--- src/sv/owt_pkg.sv ---
`timescale 1ns / 1ps
// ----------------------------------------------------------------------------
// owt_pkg
// Types and constants shared by the single-wire temperature sensor master.
// ----------------------------------------------------------------------------
package owt_pkg;

    localparam int CFG_IDX_WIDTH  = 3;
    localparam int CFG_DATA_WIDTH = 20;
    localparam int SHORT_WIDTH    = 10;

    // register indexes
    localparam logic [CFG_IDX_WIDTH-1:0] CFG_RESET_LOW     = 3'd0;
    localparam logic [CFG_IDX_WIDTH-1:0] CFG_PRESENCE      = 3'd1;
    localparam logic [CFG_IDX_WIDTH-1:0] CFG_SLOT          = 3'd2;
    localparam logic [CFG_IDX_WIDTH-1:0] CFG_WRITE_RECOVER = 3'd3;
    localparam logic [CFG_IDX_WIDTH-1:0] CFG_SAMPLE        = 3'd4;
    localparam logic [CFG_IDX_WIDTH-1:0] CFG_READ_RECOVER  = 3'd5;
    localparam logic [CFG_IDX_WIDTH-1:0] CFG_CONVERT_WAIT  = 3'd6;

    // opcodes
    localparam logic [1:0] OP_TICK    = 2'd0;
    localparam logic [1:0] OP_CONVERT = 2'd1;
    localparam logic [1:0] OP_READ    = 2'd2;
    localparam logic [1:0] OP_CONV_RD = 2'd3;

    // status codes
    localparam logic [1:0] ST_OK       = 2'd0;
    localparam logic [1:0] ST_RUNNING  = 2'd1;
    localparam logic [1:0] ST_NO_PRES  = 2'd2;
    localparam logic [1:0] ST_REJECTED = 2'd3;

    // bus commands
    localparam logic [7:0] CMD_SKIP     = 8'hCC;
    localparam logic [7:0] CMD_CONVERT  = 8'h44;
    localparam logic [7:0] CMD_READ_PAD = 8'hBE;

    // byte_step values
    localparam logic [2:0] STEP_CMD     = 3'd1;
    localparam logic [2:0] STEP_LOW_RD  = 3'd2;
    localparam logic [2:0] STEP_HIGH_RD = 3'd3;

    localparam logic signed [7:0] TEMP_SCALE = 8'sd100;
    localparam int                TEMP_FRAC  = 4;

    typedef enum logic [3:0] {
        PH_IDLE      = 4'd0,
        PH_RST_LOW   = 4'd1,
        PH_RST_PRES  = 4'd2,
        PH_RST_TAIL  = 4'd3,
        PH_WR_SLOT   = 4'd4,
        PH_WR_REC    = 4'd5,
        PH_RD_SLOT   = 4'd6,
        PH_RD_REC    = 4'd7,
        PH_CONV_WAIT = 4'd8
    } t_phase;

    typedef struct packed {
        logic [SHORT_WIDTH-1:0]    reset_low;
        logic [SHORT_WIDTH-1:0]    presence;
        logic [SHORT_WIDTH-1:0]    slot;
        logic [SHORT_WIDTH-1:0]    write_recover;
        logic [SHORT_WIDTH-1:0]    sample;
        logic [SHORT_WIDTH-1:0]    read_recover;
        logic [CFG_DATA_WIDTH-1:0] convert_wait;
    } t_cfg;

    typedef struct packed {
        t_phase             phase;
        logic [2:0]         bit_index;
        logic [2:0]         byte_step;
        logic [7:0]         shift_byte;
        logic [7:0]         low_byte;
        logic [1:0]         operation;
        logic signed [15:0] temperature;
        logic [1:0]         last_status;
    } t_seq_state;

    typedef struct packed {
        logic               drive_low;
        logic               busy;
        logic               done;
        logic [1:0]         status;
        logic signed [15:0] temperature_centi;
    } t_result;

endpackage

--- src/sv/owt_cfg.sv ---
`timescale 1ns / 1ps
// ----------------------------------------------------------------------------
// owt_cfg
// Timing register file, written through a plain write port.
// ----------------------------------------------------------------------------
module owt_cfg (
    input  logic                                 i_clk,
    input  logic                                 i_rst_n,
    input  logic                                 i_cfg_we,
    input  logic [owt_pkg::CFG_IDX_WIDTH-1:0]    i_cfg_idx,
    input  logic [owt_pkg::CFG_DATA_WIDTH-1:0]   i_cfg_wdata,
    output owt_pkg::t_cfg                        o_cfg
);
    import owt_pkg::*;

    t_cfg r_cfg;
    t_cfg n_cfg;

    always_comb begin
        n_cfg = r_cfg;
        if (i_cfg_we) begin
            unique case (i_cfg_idx)
                CFG_RESET_LOW:     n_cfg.reset_low     = i_cfg_wdata[SHORT_WIDTH-1:0];
                CFG_PRESENCE:      n_cfg.presence      = i_cfg_wdata[SHORT_WIDTH-1:0];
                CFG_SLOT:          n_cfg.slot          = i_cfg_wdata[SHORT_WIDTH-1:0];
                CFG_WRITE_RECOVER: n_cfg.write_recover = i_cfg_wdata[SHORT_WIDTH-1:0];
                CFG_SAMPLE:        n_cfg.sample        = i_cfg_wdata[SHORT_WIDTH-1:0];
                CFG_READ_RECOVER:  n_cfg.read_recover  = i_cfg_wdata[SHORT_WIDTH-1:0];
                CFG_CONVERT_WAIT:  n_cfg.convert_wait  = i_cfg_wdata;
                default:           n_cfg = r_cfg;
            endcase
        end
    end

    always_ff @(posedge i_clk) begin
        if (!i_rst_n) begin
            r_cfg.reset_low     <= 10'd480;
            r_cfg.presence      <= 10'd60;
            r_cfg.slot          <= 10'd60;
            r_cfg.write_recover <= 10'd1;
            r_cfg.sample        <= 10'd10;
            r_cfg.read_recover  <= 10'd50;
            r_cfg.convert_wait  <= 20'd750000;
        end else begin
            r_cfg <= n_cfg;
        end
    end

    assign o_cfg = r_cfg;

endmodule

--- src/sv/owt_seq.sv ---
`timescale 1ns / 1ps
// ----------------------------------------------------------------------------
// owt_seq
// Next-state logic of the bus sequencer for one beat, and its result.
// ----------------------------------------------------------------------------
module owt_seq #(
    parameter int TIMER_WIDTH = 20
) (
    input  logic [1:0]              i_opcode,
    input  logic                    i_line,
    input  owt_pkg::t_seq_state     i_state,
    input  logic [TIMER_WIDTH-1:0]  i_tick,
    input  owt_pkg::t_cfg           i_cfg,
    output owt_pkg::t_seq_state     o_state,
    output logic [TIMER_WIDTH-1:0]  o_tick,
    output owt_pkg::t_result        o_result
);
    import owt_pkg::*;

    localparam int CW = (TIMER_WIDTH > CFG_DATA_WIDTH) ? TIMER_WIDTH : CFG_DATA_WIDTH;
    localparam logic [TIMER_WIDTH-1:0] TMAX = {TIMER_WIDTH{1'b1}};

    t_seq_state         ns;
    logic [TIMER_WIDTH-1:0] nt;
    logic [TIMER_WIDTH-1:0] tick_inc;
    logic [CW-1:0]      dur;
    logic               elapsed;
    logic               done;
    logic               rejected;
    logic signed [15:0] raw;
    logic signed [23:0] prod;
    logic signed [23:0] scaled;
    logic [2:0]         step_inc;

    assign raw    = $signed({i_state.shift_byte, i_state.low_byte});
    assign prod   = raw * TEMP_SCALE;
    // arithmetic shift floors, as required
    assign scaled = prod >>> TEMP_FRAC;

    assign tick_inc = (i_tick != TMAX) ? i_tick + 1'b1 : i_tick;
    assign step_inc = i_state.byte_step + 3'd1;

    always_comb begin
        unique case (i_state.phase)
            PH_RST_LOW, PH_RST_TAIL: dur = CW'(i_cfg.reset_low);
            PH_RST_PRES:             dur = CW'(i_cfg.presence);
            PH_WR_SLOT:              dur = CW'(i_cfg.slot);
            PH_WR_REC:               dur = CW'(i_cfg.write_recover);
            PH_RD_SLOT:              dur = CW'(i_cfg.sample);
            PH_RD_REC:               dur = CW'(i_cfg.read_recover);
            PH_CONV_WAIT:            dur = CW'(i_cfg.convert_wait);
            default:                 dur = '0;
        endcase
    end

    assign elapsed = (CW'(tick_inc) >= dur) || (tick_inc == TMAX);

    always_comb begin
        ns       = i_state;
        nt       = i_tick;
        done     = 1'b0;
        rejected = 1'b0;
        if (i_opcode == OP_TICK) begin
            if (i_state.phase != PH_IDLE) begin
                nt = tick_inc;
                unique case (i_state.phase)
                    PH_RST_LOW: begin
                        if (elapsed) begin
                            ns.phase = PH_RST_PRES;
                            nt       = '0;
                        end
                    end
                    PH_RST_PRES: begin
                        if (elapsed) begin
                            nt = '0;
                            if (i_line) begin
                                ns.phase       = PH_IDLE;
                                ns.last_status = ST_NO_PRES;
                                done           = 1'b1;
                            end else begin
                                ns.phase = PH_RST_TAIL;
                            end
                        end
                    end
                    PH_RST_TAIL: begin
                        if (elapsed) begin
                            ns.byte_step  = '0;
                            ns.shift_byte = CMD_SKIP;
                            ns.bit_index  = '0;
                            ns.phase      = PH_WR_SLOT;
                            nt            = '0;
                        end
                    end
                    PH_WR_SLOT: begin
                        if (elapsed) begin
                            ns.phase = PH_WR_REC;
                            nt       = '0;
                        end
                    end
                    PH_WR_REC: begin
                        if (elapsed) begin
                            nt = '0;
                            if (i_state.bit_index != 3'd7) begin
                                ns.bit_index = i_state.bit_index + 3'd1;
                                ns.phase     = PH_WR_SLOT;
                            end else begin
                                ns.byte_step = step_inc;
                                if (step_inc == STEP_CMD) begin
                                    ns.shift_byte = (i_state.operation == OP_READ) ?
                                                    CMD_READ_PAD : CMD_CONVERT;
                                    ns.bit_index  = '0;
                                    ns.phase      = PH_WR_SLOT;
                                end else if (i_state.operation == OP_READ) begin
                                    ns.shift_byte = '0;
                                    ns.bit_index  = '0;
                                    ns.phase      = PH_RD_SLOT;
                                end else if (i_state.operation == OP_CONV_RD) begin
                                    ns.operation = OP_READ;
                                    ns.phase     = PH_CONV_WAIT;
                                end else begin
                                    ns.phase       = PH_IDLE;
                                    ns.last_status = ST_OK;
                                    done           = 1'b1;
                                end
                            end
                        end
                    end
                    PH_RD_SLOT: begin
                        if (elapsed) begin
                            ns.shift_byte[i_state.bit_index] =
                                i_state.shift_byte[i_state.bit_index] | i_line;
                            ns.phase = PH_RD_REC;
                            nt       = '0;
                        end
                    end
                    PH_RD_REC: begin
                        if (elapsed) begin
                            nt = '0;
                            if (i_state.bit_index != 3'd7) begin
                                ns.bit_index = i_state.bit_index + 3'd1;
                                ns.phase     = PH_RD_SLOT;
                            end else if (i_state.byte_step == STEP_LOW_RD) begin
                                ns.low_byte   = i_state.shift_byte;
                                ns.byte_step  = STEP_HIGH_RD;
                                ns.shift_byte = '0;
                                ns.bit_index  = '0;
                                ns.phase      = PH_RD_SLOT;
                            end else begin
                                ns.temperature = scaled[15:0];
                                ns.phase       = PH_IDLE;
                                ns.last_status = ST_OK;
                                done           = 1'b1;
                            end
                        end
                    end
                    PH_CONV_WAIT: begin
                        if (elapsed) begin
                            ns.phase = PH_RST_LOW;
                            nt       = '0;
                        end
                    end
                    default: begin
                        ns.phase = PH_IDLE;
                        nt       = '0;
                    end
                endcase
            end
        end else if (i_state.phase != PH_IDLE) begin
            rejected = 1'b1;
        end else begin
            ns.operation = i_opcode;
            ns.byte_step = '0;
            ns.phase     = PH_RST_LOW;
            nt           = '0;
        end
    end

    always_comb begin
        o_result.drive_low = 1'b0;
        unique case (ns.phase)
            PH_RST_LOW: o_result.drive_low = 1'b1;
            PH_WR_SLOT: o_result.drive_low = (nt == '0) ? 1'b1 : ~ns.shift_byte[ns.bit_index];
            PH_RD_SLOT: o_result.drive_low = (nt == '0);
            default:    o_result.drive_low = 1'b0;
        endcase
        o_result.busy = (ns.phase != PH_IDLE);
        o_result.done = done;
        if (rejected) begin
            o_result.status = ST_REJECTED;
        end else if (ns.phase != PH_IDLE) begin
            o_result.status = ST_RUNNING;
        end else begin
            o_result.status = ns.last_status;
        end
        o_result.temperature_centi = ns.temperature;
    end

    assign o_state = ns;
    assign o_tick  = nt;

endmodule

--- src/sv/onewire_temp_sensor_master.sv ---
`timescale 1ns / 1ps
// ----------------------------------------------------------------------------
// onewire_temp_sensor_master
// Single-wire bus master running reset, skip-ROM, convert and scratchpad
// read sequences for one temperature sensor.
// ----------------------------------------------------------------------------
// Every input beat, a microsecond tick or a command, yields exactly one
// result beat. The sequencer state and a result register are updated at
// the edge that accepts it, so with the output taken every cycle the block
// sustains one beat per cycle, and the result appears on the output in the
// cycle after acceptance. The output register lets a new beat be accepted
// in the same cycle the waiting result is taken. The user must write timing
// registers via the cfg port only while the block is idle; not enforced.
// ----------------------------------------------------------------------------
module onewire_temp_sensor_master #(
    parameter int TIMER_WIDTH = 20
) (
    input  logic                                i_clk,
    input  logic                                i_rst_n,
    input  logic                                i_cfg_we,
    input  logic [owt_pkg::CFG_IDX_WIDTH-1:0]   i_cfg_idx,
    input  logic [owt_pkg::CFG_DATA_WIDTH-1:0]  i_cfg_wdata,
    input  logic                                s_axis_tvalid,
    output logic                                s_axis_tready,
    input  logic [7:0]                          s_axis_tdata,  // [0] line_level
    input  logic [1:0]                          s_axis_tuser,  // [1:0] opcode
    output logic                                m_axis_tvalid,
    input  logic                                m_axis_tready,
    // [0] drive_low, [1] busy_res, [2] done_res, [4:3] status,
    // [20:5] temperature_centi
    output logic [23:0]                         m_axis_tdata
);
    import owt_pkg::*;

    t_cfg                   cfg;
    t_seq_state             r_state;
    t_seq_state             n_state;
    logic [TIMER_WIDTH-1:0] r_tick;
    logic [TIMER_WIDTH-1:0] n_tick;
    t_result                n_result;
    t_result                r_result;
    logic                   r_out_valid;
    logic                   accept;

    owt_cfg u_cfg (
        .i_clk       (i_clk),
        .i_rst_n     (i_rst_n),
        .i_cfg_we    (i_cfg_we),
        .i_cfg_idx   (i_cfg_idx),
        .i_cfg_wdata (i_cfg_wdata),
        .o_cfg       (cfg)
    );

    owt_seq #(
        .TIMER_WIDTH (TIMER_WIDTH)
    ) u_seq (
        .i_opcode (s_axis_tuser),
        .i_line   (s_axis_tdata[0]),
        .i_state  (r_state),
        .i_tick   (r_tick),
        .i_cfg    (cfg),
        .o_state  (n_state),
        .o_tick   (n_tick),
        .o_result (n_result)
    );

    assign s_axis_tready = !r_out_valid || m_axis_tready;
    assign accept        = s_axis_tvalid && s_axis_tready;

    always_ff @(posedge i_clk) begin
        if (!i_rst_n) begin
            r_state     <= '{phase: PH_IDLE, temperature: '0, default: '0};
            r_tick      <= '0;
            r_out_valid <= 1'b0;
        end else if (accept) begin
            r_state     <= n_state;
            r_tick      <= n_tick;
            r_out_valid <= 1'b1;
        end else if (m_axis_tready) begin
            r_out_valid <= 1'b0;
        end
    end

    // result payload, no reset needed
    always_ff @(posedge i_clk) begin
        if (accept) begin
            r_result <= n_result;
        end
    end

    assign m_axis_tvalid = r_out_valid;
    assign m_axis_tdata  = {3'b000, r_result.temperature_centi, r_result.status,
                            r_result.done, r_result.busy, r_result.drive_low};

endmodule
--- config.mk ---
export PLATFORM = sky130hd
export DESIGN_NAME = onewire_temp_sensor_master
export DESIGN_NICKNAME = d
export VERILOG_FILES = /design/src/sv/owt_pkg.sv /design/src/sv/owt_cfg.sv /design/src/sv/owt_seq.sv /design/src/sv/onewire_temp_sensor_master.sv
export SDC_FILE = /design/constraint.sdc
export NUM_CORES = 1
export LEC_CHECK = 0
export BUFFER_PORTS_ARGS = -buffer_cell sky130_fd_sc_hd__buf_2
export CAP_MARGIN = 15
export CELL_PAD_IN_SITES_DETAIL_PLACEMENT = 2
export CELL_PAD_IN_SITES_GLOBAL_PLACEMENT = 2
export CORE_ASPECT_RATIO = 2
export CORE_MARGIN = 2
export CORE_UTILIZATION = 34
export CTS_CLUSTER_SIZE = 24
export DETAILED_ROUTE_END_ITERATION = 8
export PLACE_DENSITY_LB_ADDON = 0.25
export SYNTH_ARGS = -nofsm -noshare
export SYNTH_HDL_FRONTEND = slang
export SYNTH_SLANG_ARGS = --single-unit
--- constraint.sdc ---
create_clock -name i_clk -period 4.61 [get_ports i_clk]
set_input_delay 0.922 -clock i_clk [delete_from_list [all_inputs] [get_ports i_clk]]
set_output_delay 0.922 -clock i_clk [all_outputs]
set_load 0.02 [all_outputs]
==> results.cfg <==
[power]
netSwitchingFraction_pct = 31.5
peakVddDrop_mv = 0.276
p_int_mw = 2.45
p_comb_share_pct = 15.6
p_clk_share_pct = 41.1
power.density_nw_per_um2 = 277
p_switching_mw = 1.12
p_leak_nw = 5.21
seqPwrFrac_pct = 43.3

[sta]
fin_ws_ns = 0.0314
fmax_mhz = 218
skew_ns = 0.0149
worstMarginPinSlew_ns = 0.981
setup_viol = 0
post-route-min-period_ns = 4.58
relSlewSlack_pct = 34.3
min_period_over_period_pct = 99.3
slew_viol_final = 0
holdWs_ns = 0.444
hold_viol = 0

[critical_path]
crit_type = reg2reg
cp-start-kind = register
critical_path_required_ns = 4.90
reg2regPathDepth = 20
startpoint = r_tick[3]
cp_max_fo = 8
cp.arrival_ns = 4.87
rrSetupSlack_ns = 0.03
cp-end-kind = register
timing.rr.end = m_axis_tdata[0]
worstReg2RegStart = r_tick[3]
crit_end = m_axis_tdata[0]

[clocking]
cts.sinks = 168
cts-buffers-inserted = 17
cts_tree = built
cts_max_level = 4
ctsRootBufferMaster = clkbuf_16
path_clk_slew_ns = 0.07
clockBufferDepth = 2
insertion_delay_ns = 0.46

[global_routing]
grt_max_degree = 70
grt_first_pass_wirelength_mm = 61.7
grt_pass1_vias = 11276
grtUsageTotal_pct = 23.7
grt_antenna_before_repair = 0
grt_overflow = 0

[drt]
drt-total-wl_mm = 39.6
antenna_left = 0
drc = 0
drt_iter0_drc = 517
dr_total_vias = 10315
vias_per_cell = 5.50
drt-pass1-iter-count = 5
wl_per_cell_um = 21.1

[floorplan]
die_x_um = 130
die_h_um = 256
ios = 64
floorplan.initialDensity_pct = 34.4
rows = 92
die-area_um2 = 33200
coreArea_um2 = 31300

[flow_run]
max_cap_viol_count = 0

[placement]
place_ws_ns = -0.152
dp_hpwl_mm = 28.8
io_buffers = 53
place_congestion = 0.896

[logic_synthesis]
netlist_instances = 1334
yosysSeqAreaShare_pct = 33.2
synth_area_um2 = 10800
netlist.top_cell.by_area = dfxtp_1
ys_ff_latch = 168
synth_edf_count = 21
synth.area.top_cells = dfxtp_1 (27%), nand2_1 (10%), ha_1 (7.9%)
avgSynthCellArea_um2 = 8.07
ys_types = 97
ys_warn_count = 0
synthArstFlopShare_pct = 0
synth_top_area_share_pct = 27.3
synth_flop_cell = dfxtp_1

[finish]
drive_above_1_share_pct = 22.0
antenna_cells = 0
finalNetCount = 1560
area_growth_pct = 19.8

[run_status]
status = finished, final reports clean

[hold_path]
holdCritPathClass = reg2reg
[stage by stage]
step                area [um^2]  total power [mW]  setup TNS (ns)  cells  util [%]
floorplan                 10800              1.90               0   1336         -
global placement          11800              2.07               0   1832      37.8
detailed placement        11800              2.09          -0.558   1832      37.8
CTS                       12500              3.56               0   1865      39.9
global route              12900              3.70          -0.422   1877      41.2
finish                    12900              3.57               0   1877      41.2
[registers in the layout, indices dropped and copies added, names as in the netlist]
signal	flops
m_axis_tdata	21
m_axis_tvalid	1
r_state	46
r_tick	20
u_cfg.o_cfg	80
[synth_stat cells, drive strengths merged, types with 3 or more instances]
| master | count |
|---|---|
| o21ai | 54 |
| ha | 68 |
| dfxtp | 147 |
| or3 | 7 |
| inv | 79 |
| nor2b | 29 |
| o22ai | 5 |
| o21a | 3 |
| a211oi | 12 |
| nand3 | 50 |
| a21boi | 27 |
| mux2 | 8 |
| and3 | 7 |
| a22oi | 35 |
| a21o | 8 |
| and2 | 8 |
| xnor2 | 16 |
| o31ai | 8 |
| a31oi | 12 |
| nor3b | 3 |
| nand2b | 13 |
| nand2 | 292 |
| xor2 | 7 |
| a22o | 3 |
| a222oi | 3 |
| o21bai | 4 |
| edfxtp | 21 |
| and4 | 9 |
| fa | 13 |
| o211ai | 5 |
| nor4 | 11 |
| nor3 | 19 |
| a21oi | 95 |
| or2 | 4 |
| mux2i | 18 |
| clkbuf | 51 |
| buf | 27 |
| nand4 | 21 |
| nor2 | 84 |
| a221oi | 11 |
[cells by family (layout without fill, tap and decap cells)]
group                      Yosys count  after routing  share of synthesized area [%]
AOI/OAI and AO/OA                  312            312                           19.6
xor gates and xnor gates            23             23                           2.01
adders and majority gates           81             81                           10.3
buffers and inverters              158            276                           7.31
DFF                                168            168                           33.2
muxes                               27             27                           2.72
other                                1              3                         0.0348
and+or+nand+nor                    564            564                           24.8
[power groups by stage]
stage / sequential (mW) / combinational [mW] / clock (mW)
finish: 1.55 / 0.558 / 1.47
global route: 1.55 / 0.608 / 1.54
CTS: 1.55 / 0.522 / 1.49
detailed placement: 1.58 / 0.509 / 0
global placement: 1.58 / 0.486 / 0
floorplan: 1.59 / 0.305 / 0
[metal layers]
layer	GRT usage (%)	routed length, um	up-vias
li1	-	-	4858
met1	28.0	16300	5233
met2	43.9	21500	164
met3	2.74	907	60
met4	7.02	932	0
met5	0	0	-
[how the worst min path moves through the flow]
stage / startpoint / to / cells after the start
after floorplan: r_state[0] / r_state[0] / 2
after global placement: r_state[0] / r_state[0] / 2
after detailed placement: r_state[0] / r_state[0] / 2
after CTS: r_state[0] / r_state[0] / 2
after global routing: u_cfg.o_cfg[23] / u_cfg.o_cfg[23] / 2
final: r_state[0] / r_state[0] / 2
[worst max-delay path, cell delays in order (launching register included)]
cell     delay (ns)
dfxtp_1        0.42
buf_4          0.19
nand3_4        0.11
nor4_4         0.32
nand2_2        0.17
and3_4         0.21
xor2_4         0.17
ha_4           0.28
nand4_1        0.20
nor3b_4        0.26
o31ai_2        0.10
a31o_2         0.24
buf_4          0.15
o31ai_4        0.14
buf_6          0.22
a31oi_1        0.08
or3_1          0.40
a22oi_2        0.23
nand2_1        0.13
or3_1          0.33
o31ai_2        0.06
[layout by cell type (no fill, tap or decap), types with 6 or more instances in the layout]
cell | Yosys | routed
nand4_1 | 17 | 17
edfxtp_1 | 21 | 21
a22oi_1 | 34 | 34
a21boi_0 | 23 | 23
nor2b_1 | 29 | 29
clkbuf_16 | 0 | 17
a21o_1 | 6 | 6
o21ai_2 | 1 | 6
a31oi_1 | 12 | 8
nand3_1 | 48 | 46
mux2_2 | 8 | 8
nand2_1 | 288 | 287
a21oi_2 | 3 | 14
o21ai_0 | 40 | 31
dfxtp_2 | 0 | 8
nand2b_1 | 13 | 13
and2_1 | 6 | 6
inv_1 | 78 | 77
or3_1 | 6 | 6
nor4_1 | 9 | 9
fa_1 | 13 | 13
dfxtp_1 | 147 | 137
ha_1 | 68 | 65
buf_4 | 6 | 104
mux2i_1 | 18 | 18
o21ai_1 | 13 | 16
a21oi_1 | 92 | 80
a211oi_1 | 10 | 9
buf_2 | 7 | 53
a221oi_1 | 10 | 7
nor3_1 | 17 | 16
xnor2_1 | 14 | 12
nor2_1 | 83 | 78
[final cells by class]
| class | count | area (um^2) |
|---|---|---|
| fill | 3572 | 18400 |
| multi-input combinational | 1010 | 6750 |
| sequential | 168 | 3590 |
| timing repair buffer | 164 | 1140 |
| tap | 423 | 529 |
| clock buffer | 17 | 425 |
| inverter | 80 | 300 |
| clock inverter | 15 | 153 |
[what timing repair did]
item / CTS / global route
hold buffers: 0 / 0
resized for setup: 14 / 76
setup buffers: 1 / 12
setup endpoints to repair: 16 / 38
pin swaps: 0 / 27
(Power assumes the default switching activity.)
